[config.mk]
export PLATFORM = sky130hd
export DESIGN_NAME = tfo_sqrt
export DESIGN_NICKNAME = d
export VERILOG_FILES = /design/src/sv/tfo_pkg.sv /design/src/sv/tfo_sqrt.sv
export SDC_FILE = /design/constraint.sdc
export NUM_CORES = 2
export LEC_CHECK = 0
export CAP_MARGIN = 10
export CORE_ASPECT_RATIO = 0.6
export CORE_UTILIZATION = 39
export CTS_CLUSTER_SIZE = 14
export DETAILED_ROUTE_END_ITERATION = 10
export DONT_BUFFER_PORTS = 1
export PLACE_DENSITY_LB_ADDON = 0.12
export SLEW_MARGIN = 20
export SYNTH_ARGS = -nofsm -noshare
export SYNTH_HDL_FRONTEND = slang
export SYNTH_SLANG_ARGS = --single-unit
[constraint.sdc]
create_clock -name clk -period 23.3 [get_ports clk]
set_input_delay 4.66 -clock clk [delete_from_list [all_inputs] [get_ports clk]]
set_output_delay 4.66 -clock clk [all_outputs]
set_load 0.005 [all_outputs]
[src/sv/tfo_pkg.sv]
`timescale 1ns / 1ps
// ----------------------------------------------------------------------------
// tfo_pkg
// Shared types, widths and arithmetic step functions of the tangent frame
// orthonormalization pipeline.
// ----------------------------------------------------------------------------
package tfo_pkg;

    localparam int FRAC_BITS_DEF = 14;
    localparam int VEC_W         = 16;
    localparam int PROD_W        = 2 * VEC_W;
    localparam int DOT_W         = PROD_W + 2;
    localparam int NORM_W        = 64;
    localparam int MN_W          = 31;
    localparam int SQ_W          = 2 * MN_W;
    localparam int SUM_W         = 64;
    localparam int ROOT_W        = SUM_W / 2;
    localparam int SQ_REM_W      = ROOT_W + 2;
    localparam int SQ_STAGES     = ROOT_W / 2;
    localparam int DREM_W        = ROOT_W + 1;

    typedef struct packed {
        logic signed [VEC_W-1:0] tan_x;
        logic signed [VEC_W-1:0] tan_y;
        logic signed [VEC_W-1:0] tan_z;
        logic signed [VEC_W-1:0] nrm_x;
        logic signed [VEC_W-1:0] nrm_y;
        logic signed [VEC_W-1:0] nrm_z;
        logic signed [VEC_W-1:0] bitan_x;
        logic signed [VEC_W-1:0] bitan_y;
        logic signed [VEC_W-1:0] bitan_z;
        logic                    last_vertex;
    } tfo_in_t;

    typedef struct packed {
        logic signed [VEC_W-1:0] out_x;
        logic signed [VEC_W-1:0] out_y;
        logic signed [VEC_W-1:0] out_z;
        logic                    handed_negative;
        logic                    degenerate;
        logic                    last_out;
    } tfo_out_t;

    // Per-vertex side information carried along the pipeline
    typedef struct packed {
        logic [2:0] neg;
        logic       handed_negative;
        logic       degenerate;
        logic       last;
    } tfo_flags_t;

    typedef struct packed {
        logic [NORM_W-1:0]      mx;
        logic [2:0][NORM_W-1:0] m;
    } tfo_nvec_t;

    typedef struct packed {
        logic [SQ_REM_W-1:0] rem;
        logic [ROOT_W-1:0]   root;
    } tfo_sq_t;

    typedef struct packed {
        logic [DREM_W-1:0] rem;
        logic              qbit;
    } tfo_div_t;

    // Width of the signed orthogonalized tangent component
    function automatic int tfo_u_width(int f);
        int a;
        int b;
        a = VEC_W + f;
        b = VEC_W + (DOT_W - f + 1);
        return ((a > b) ? a : b) + 1;
    endfunction

    // Shift all magnitudes left by sh when the top sh bits of the maximum are clear
    function automatic tfo_nvec_t norm_shift(tfo_nvec_t v, int unsigned sh);
        tfo_nvec_t o;
        o = v;
        if ((v.mx >> (NORM_W - sh)) == '0)
        begin
            o.mx = v.mx << sh;
            for (int i = 0; i < 3; i++)
            begin
                o.m[i] = v.m[i] << sh;
            end
        end
        return o;
    endfunction

    // One digit of the integer square root
    function automatic tfo_sq_t sqrt_step(tfo_sq_t s, logic [1:0] pair);
        logic [SQ_REM_W-1:0] r;
        logic [SQ_REM_W-1:0] trial;
        tfo_sq_t             o;
        r     = {s.rem[SQ_REM_W-3:0], pair};
        trial = {s.root, 2'b01};
        if (r >= trial)
        begin
            o.rem  = r - trial;
            o.root = {s.root[ROOT_W-2:0], 1'b1};
        end
        else
        begin
            o.rem  = r;
            o.root = {s.root[ROOT_W-2:0], 1'b0};
        end
        return o;
    endfunction

    // One quotient bit of the restoring division
    function automatic tfo_div_t div_step(logic [DREM_W-1:0] rem, logic [ROOT_W-1:0] d,
                                          logic nbit);
        logic [DREM_W-1:0] x;
        tfo_div_t          o;
        x = {rem[ROOT_W-1:0], nbit};
        if (x >= {1'b0, d})
        begin
            o.rem  = x - {1'b0, d};
            o.qbit = 1'b1;
        end
        else
        begin
            o.rem  = x;
            o.qbit = 1'b0;
        end
        return o;
    endfunction

endpackage

[src/sv/tfo_sqrt.sv]
`timescale 1ns / 1ps
// ----------------------------------------------------------------------------
// tfo_sqrt
// Pipelined digit-by-digit integer square root of the 64-bit sum of squares,
// two root bits per stage.
// ----------------------------------------------------------------------------
module tfo_sqrt
    import tfo_pkg::*;
(
    input  logic                  clk,
    input  logic                  rst_n,
    input  logic                  sum_valid,
    output logic                  sum_ready,
    input  logic [SUM_W-1:0]      lsum,
    input  logic [2:0][MN_W-1:0]  mn_in,
    input  tfo_flags_t            flags_in,
    output logic                  root_valid,
    input  logic                  root_ready,
    output logic [ROOT_W-1:0]     root,
    output logic [2:0][MN_W-1:0]  mn_out,
    output tfo_flags_t            flags_out
);

    localparam int NS = SQ_STAGES;

    logic [NS-1:0] v_reg;
    logic [NS-1:0] adv;
    logic [NS-1:0] v_shift;

    // Pipeline control
    always_comb
    begin
        adv[NS-1] = !v_reg[NS-1] || root_ready;
        for (int k = NS - 2; k >= 0; k--)
        begin
            adv[k] = !v_reg[k] || adv[k+1];
        end
    end

    assign v_shift    = {v_reg[NS-2:0], sum_valid};
    assign sum_ready  = adv[0];
    assign root_valid = v_reg[NS-1];

    always_ff @(posedge clk or negedge rst_n)
    begin
        if (!rst_n)
        begin
            v_reg <= '0;
        end
        else
        begin
            for (int k = 0; k < NS; k++)
            begin
                if (adv[k])
                begin
                    v_reg[k] <= v_shift[k];
                end
            end
        end
    end

    tfo_sq_t              sq_reg  [NS];
    logic [SUM_W-1:0]     rad_reg [NS];
    logic [2:0][MN_W-1:0] mn_reg  [NS];
    tfo_flags_t           fl_reg  [NS];

    // Root stages: consume four radicand bits each
    for (genvar s = 0; s < NS; s++)
    begin : g_stage
        tfo_sq_t              sq_prev;
        tfo_sq_t              sq_mid;
        tfo_sq_t              sq_next;
        logic [SUM_W-1:0]     rad_prev;
        logic [2:0][MN_W-1:0] mn_prev;
        tfo_flags_t           fl_prev;

        if (s == 0)
        begin : g_first
            assign sq_prev  = '0;
            assign rad_prev = lsum;
            assign mn_prev  = mn_in;
            assign fl_prev  = flags_in;
        end
        else
        begin : g_rest
            assign sq_prev  = sq_reg[s-1];
            assign rad_prev = rad_reg[s-1];
            assign mn_prev  = mn_reg[s-1];
            assign fl_prev  = fl_reg[s-1];
        end

        always_comb
        begin
            sq_mid  = sqrt_step(sq_prev, rad_prev[SUM_W-1 -: 2]);
            sq_next = sqrt_step(sq_mid, rad_prev[SUM_W-3 -: 2]);
        end

        always_ff @(posedge clk)
        begin
            if (adv[s])
            begin
                sq_reg[s]  <= sq_next;
                rad_reg[s] <= rad_prev << 4;
                mn_reg[s]  <= mn_prev;
                fl_reg[s]  <= fl_prev;
            end
        end
    end

    assign root      = sq_reg[NS-1].root;
    assign mn_out    = mn_reg[NS-1];
    assign flags_out = fl_reg[NS-1];

endmodule

# == Word-level counts from Yosys, hierarchy flattened ==
# Memory sizes are Yosys's and may differ from the RTL's.
# Index checks and enable logic that the tools add are counted.
# op_classes
magnitude_cmp,32
mux,64
addsub,32
reduce_logical,32
# op_table
operator,count
2-to-1 mux 66 bit,16
greater-or-equal comparator 34 bit,31
2-to-1 mux 64 bit,16
subtractor 34 bit,16
subtractor 32 bit,15
2-to-1 mux 1 bit,32
logical NOT 1 bit,16
logical OR 1 bit,16
subtractor 2 x 1 -> 3 bit (second input constant),1
greater-or-equal comparator 2 x 1 -> 1 bit (second input constant),1
# totals
memories,4
ff_bits,16
elab_cells,180
input_bits,167
ramBits,3600
# memory_table
memory,depth,width,rd,rd_clocked_by_memory_dff,wr,line,text
mn_reg,16,93,16,0,16,tfo_sqrt.sv:64,logic [2:0][MN_W-1:0] mn_reg [NS];
sq_reg,16,66,16,0,16,tfo_sqrt.sv:62,tfo_sq_t sq_reg [NS];
rad_reg,16,60,15,0,16,tfo_sqrt.sv:63,logic [SUM_W-1:0] rad_reg [NS];
fl_reg,16,6,16,0,16,tfo_sqrt.sv:65,tfo_flags_t fl_reg [NS];

# == Depth between registers and ports, before layout ==
# depth
depth_word,19
depth_mapped,29
depth_no_buf,27

# == Least setup slack after synthesis ==
# OpenSTA, ideal clock, no wires.
# synth_path
kind,input port to output port
start,input port root_ready
end,output port sum_ready
arrival_ns,18.864
required_ns,18.640
path_buffers,0
path_stages,9
path_slack_ns,-0.224
cell_sequence,nor2b_1 and3_1 and3_1 inv_1 nor2_1 and3_1 nand3_1 nor2_1 nand4_1
# synth_via
elab_chain_len,16
# synth_rtl
item,line,text
start: declaration,tfo_sqrt.sv:18,"input logic root_ready,"
logical OR 1 bit,tfo_sqrt.sv:33,adv[NS-1] = !v_reg[NS-1] || root_ready;
logical OR 1 bit (4 in series),tfo_sqrt.sv:36,adv[k] = !v_reg[k] || adv[k+1];
named net adv[11],tfo_sqrt.sv:27,logic [NS-1:0] adv;
logical OR 1 bit (7 in series),tfo_sqrt.sv:36,
named net adv[4],tfo_sqrt.sv:27,
logical OR 1 bit (4 in series),tfo_sqrt.sv:36,
end: declaration,tfo_sqrt.sv:13,"output logic sum_ready,"
# The timed path passes the listed nets, and every way through them passes these cells.

# == Final worst setup path ==
# Same ends and word-level chain as after synthesis.

==> key figures <==
Status
  – Status: complete, no violations

Critical path
  – CP top delay family: simple AND/OR/NAND/NOR gates
  – CP Cell Sequence: nor2b_1 -> buf_4 -> and3_1 -> and3_1 -> inv_8 -> nor2_1 -> and3_1 -> nand3_4 -> nor2_1 -> nand4_1
  – CP required: 18.64 ns
  – CP Max Fanout: 64
  – CP Launch Type: primary input
  – FF-to-FF path depth: 23
  – CP most frequent cell: and3_1
  – CP peak stage delay: 0.97 ns
  – Type of the worst setup path: in -> out
  – CP endpoint: sum_ready
  – Worst path slowest cell: nor2_1
  – Crit end category: output pin
  – Critical Path Start: root_ready
  – Reg-to-reg slack, setup: 14.57 ns
  – WP depth: 10
  – WP buf/inv: 2
  – CP arrival: 9.55 ns
  – R2r endpoint: sq_reg[1][170]
  – Reg-to-Reg Start: sq_reg[1][66]

Die
  – Die Footprint: 328,200 um^2
  – Core area: 322,500 um^2
  – # IOs: 300
  – Vert. Die Dim: 444.2 um
  – Initial core utilization: 39.40%
  – Rows: 161
  – Die W: 738.9 um

Yosys
  – Gate Count Post-Synth: 9,400
  – Synth cell types: 119
  – Leading area contributor after synthesis: edfxtp_1
  – Register area share after synthesis: 66.36%
  – Synth top area share: 66.04%
  – Asr flop ratio synth: 0.5692%
  – Area contributors post-synth: edfxtp_1, ha_1, xnor2_1
  – Post-Syn Area: 127,100 um^2
  – Post-synth EDFFs: 2,795
  – Most frequent cell after synthesis: edfxtp_1
  – #FFs+latches synth: 2,811
  – Ys Warns: 0
  – Mean Syn Cell Area: 13.52 um^2
  – Ys flop type: edfxtp_1
  – Synth cell count leaders: edfxtp_1, nor2_1, a21oi_1

Timing
  – Worst slew pin tran: 1.391 ns
  – TNS Setup: 0 ns
  – Hold Slack: 0.3800 ns
  – Worst rel slew slack: 6.296%
  – Setup Skew: 0.08433 ns
  – Final min period: 14.21 ns
  – Worst setup margin: 9.088 ns
  – # setup viols final: 0
  – Period utilization: 61.00%
  – RSZ-0062 raised after global routing: no
  – Fin. Hold Viols: 0
  – Final Max Tran Viols: 0
  – Fmax: 70.36 MHz

Route
  – Antenna Nets Post-Route: 0
  – Routed wire length: 334,700 um
  – DRT iter0 DRCs: 8,841
  – DR pass1 iterations: 6
  – Routed vias/inst: 5.438
  – DRC Markers: 0
  – Post-DR wirelength/cell: 23.74 um
  – Via count: 76,670

Layout
  – Fin area: 141,300 um^2
  – Number of fill cells: 28,910
  – Fin nets: 10,290
  – Area Overhead vs Synth: 11.16%
  – Layout cells sized above 1: 7.553%
  – Fin util: 43.80%
  – Max FFs per register: 1,488

GRT
  – Initial antenna violation count: 42
  – Largest net degree at the start of global routing: 124
  – Vias in the first global route: 72,060
  – Grt ovf: 0
  – First-pass GRT wire length: 489,300 um
  – Global-route usage over all layers: 19.87%

Place
  – Port buffer count: 0
  – RePlAce Congestion: 0.9338
  – Placed instance area: 132,500 um^2
  – Pre-CTS WS: 8.867 ns
  – DP HPWL: 249,900 um

Power
  – Cell area power density: 108.9 nW/um^2
  – Leak Pwr: 54.59 nW
  – Peak supply drop: 0.05678 mV

Clock network
  – Clock Tree Root: clkbuf_16
  – CTS Buf Count: 282
  – Clk_lat worst skew: 0.89 ns
  – PostCTS Resize Cnt: 0
  – # Post-CTS Setup Buffers: 0
  – Hold_buf cts: 0
  – Reg clk slew, reported paths: 0.06 ns
  – CTS Buffer Depth: 4
  – H-tree levels: 5
  – Clock sink count: 2,811
  – CTS tree: done

Min path
  – Worst hold path type: reg -> reg

Flow run
  – Max-cap violations: 0
power breakdown:
| group | internal [mW] | switching [mW] | leakage [nW] |
|---|---|---|---|
| clock network | 2.45 | 1.92 | 4.21 |
| registers | 6.74 | 0.614 | 28.7 |
| logic | 1.34 | 2.31 | 21.7 |
layout by cell type (no fill, tap or decap), types with 173 or more instances in the layout:
cell,n
a21o_1,263
xnor2_1,433
a21oi_1,614
o21ai_0,405
nor2_1,667
inv_1,466
edfxtp_1,2795
nor3_1,203
xor2_1,275
nand3_1,173
ha_1,558
clkbuf_16,289
nand2_1,584
through the flow:
step                power, mW  instances
global route            16.16      14090
finish                  15.38      14100
detailed placement      11.02      13600
floorplan               9.784       9402
CTS                     15.47      14090
global placement        10.96      13600
cell families (layout without fill, tap and decap cells):
logic type	Yosys count	count (layout)	share of synthesized area, %
flops	2811	2811	66.36
simple gates	2503	2503	9.916
compound gates	1985	1985	10.04
xor+xnor	709	709	4.886
buf+inv	698	1067	2.140
fa+ha+maj	558	558	5.494
mux	135	135	1.158
other cells	1	12	0.002951
per-layer routing:
layer	up-vias	global-route usage, %	wire [um]
li1	35930	-	-
met1	37680	33.84	177600
met2	2649	24.66	121200
met3	394	4.813	29570
met4	18	3.792	6207
met5	-	0	107
worst reg2reg max path: stages, from the launching register on:
cell and delay [ns]:
edfxtp_1 0.48, inv_1 0.36, ha_1 0.38, nor2b_1 0.15
o21ai_0 0.28, a21oi_1 0.19, nor4b_1 0.76, o21ai_0 0.55
a21o_1 0.31, inv_2 0.45, o21ai_0 0.28, ha_1 0.38
nand2_1 0.12, nand2b_1 0.08, a21o_1 0.18, a221o_1 0.34
nor4b_1 0.43, a2111oi_0 0.21, buf_4 0.21, or3b_1 0.38
nor4_2 0.36, inv_2 0.25, buf_4 0.35, a21oi_1 0.90
how the worst min path moves through the flow:
stage	from	endpoint	cells after the start
after global routing	mn_reg[0][381]	mn_reg[0][474]	0
after global placement	mn_reg[1][263]	mn_reg[1][356]	0
after floorplan	fl_reg[0][4]	fl_reg[0][10]	0
after detailed placement	fl_reg[0][38]	fl_reg[0][44]	0
final	rad_reg[0][467]	rad_reg[1][51]	0
after CTS	rad_reg[0][467]	rad_reg[1][51]	0
area by class of cell:
cell class                 count  area [um^2]  area share [%]
multi-input combinational   5893        40230           28.48
timing repair buffer          95        758.2          0.5367
antenna                        9        22.52         0.01594
clock inverter               130         1112          0.7874
clock buffer                 356         7533           5.333
tap                         4319         5404           3.825
inverter                     486         1872           1.325
sequential                  2811        84330           59.70
Power figures use the tool's default switching activity.
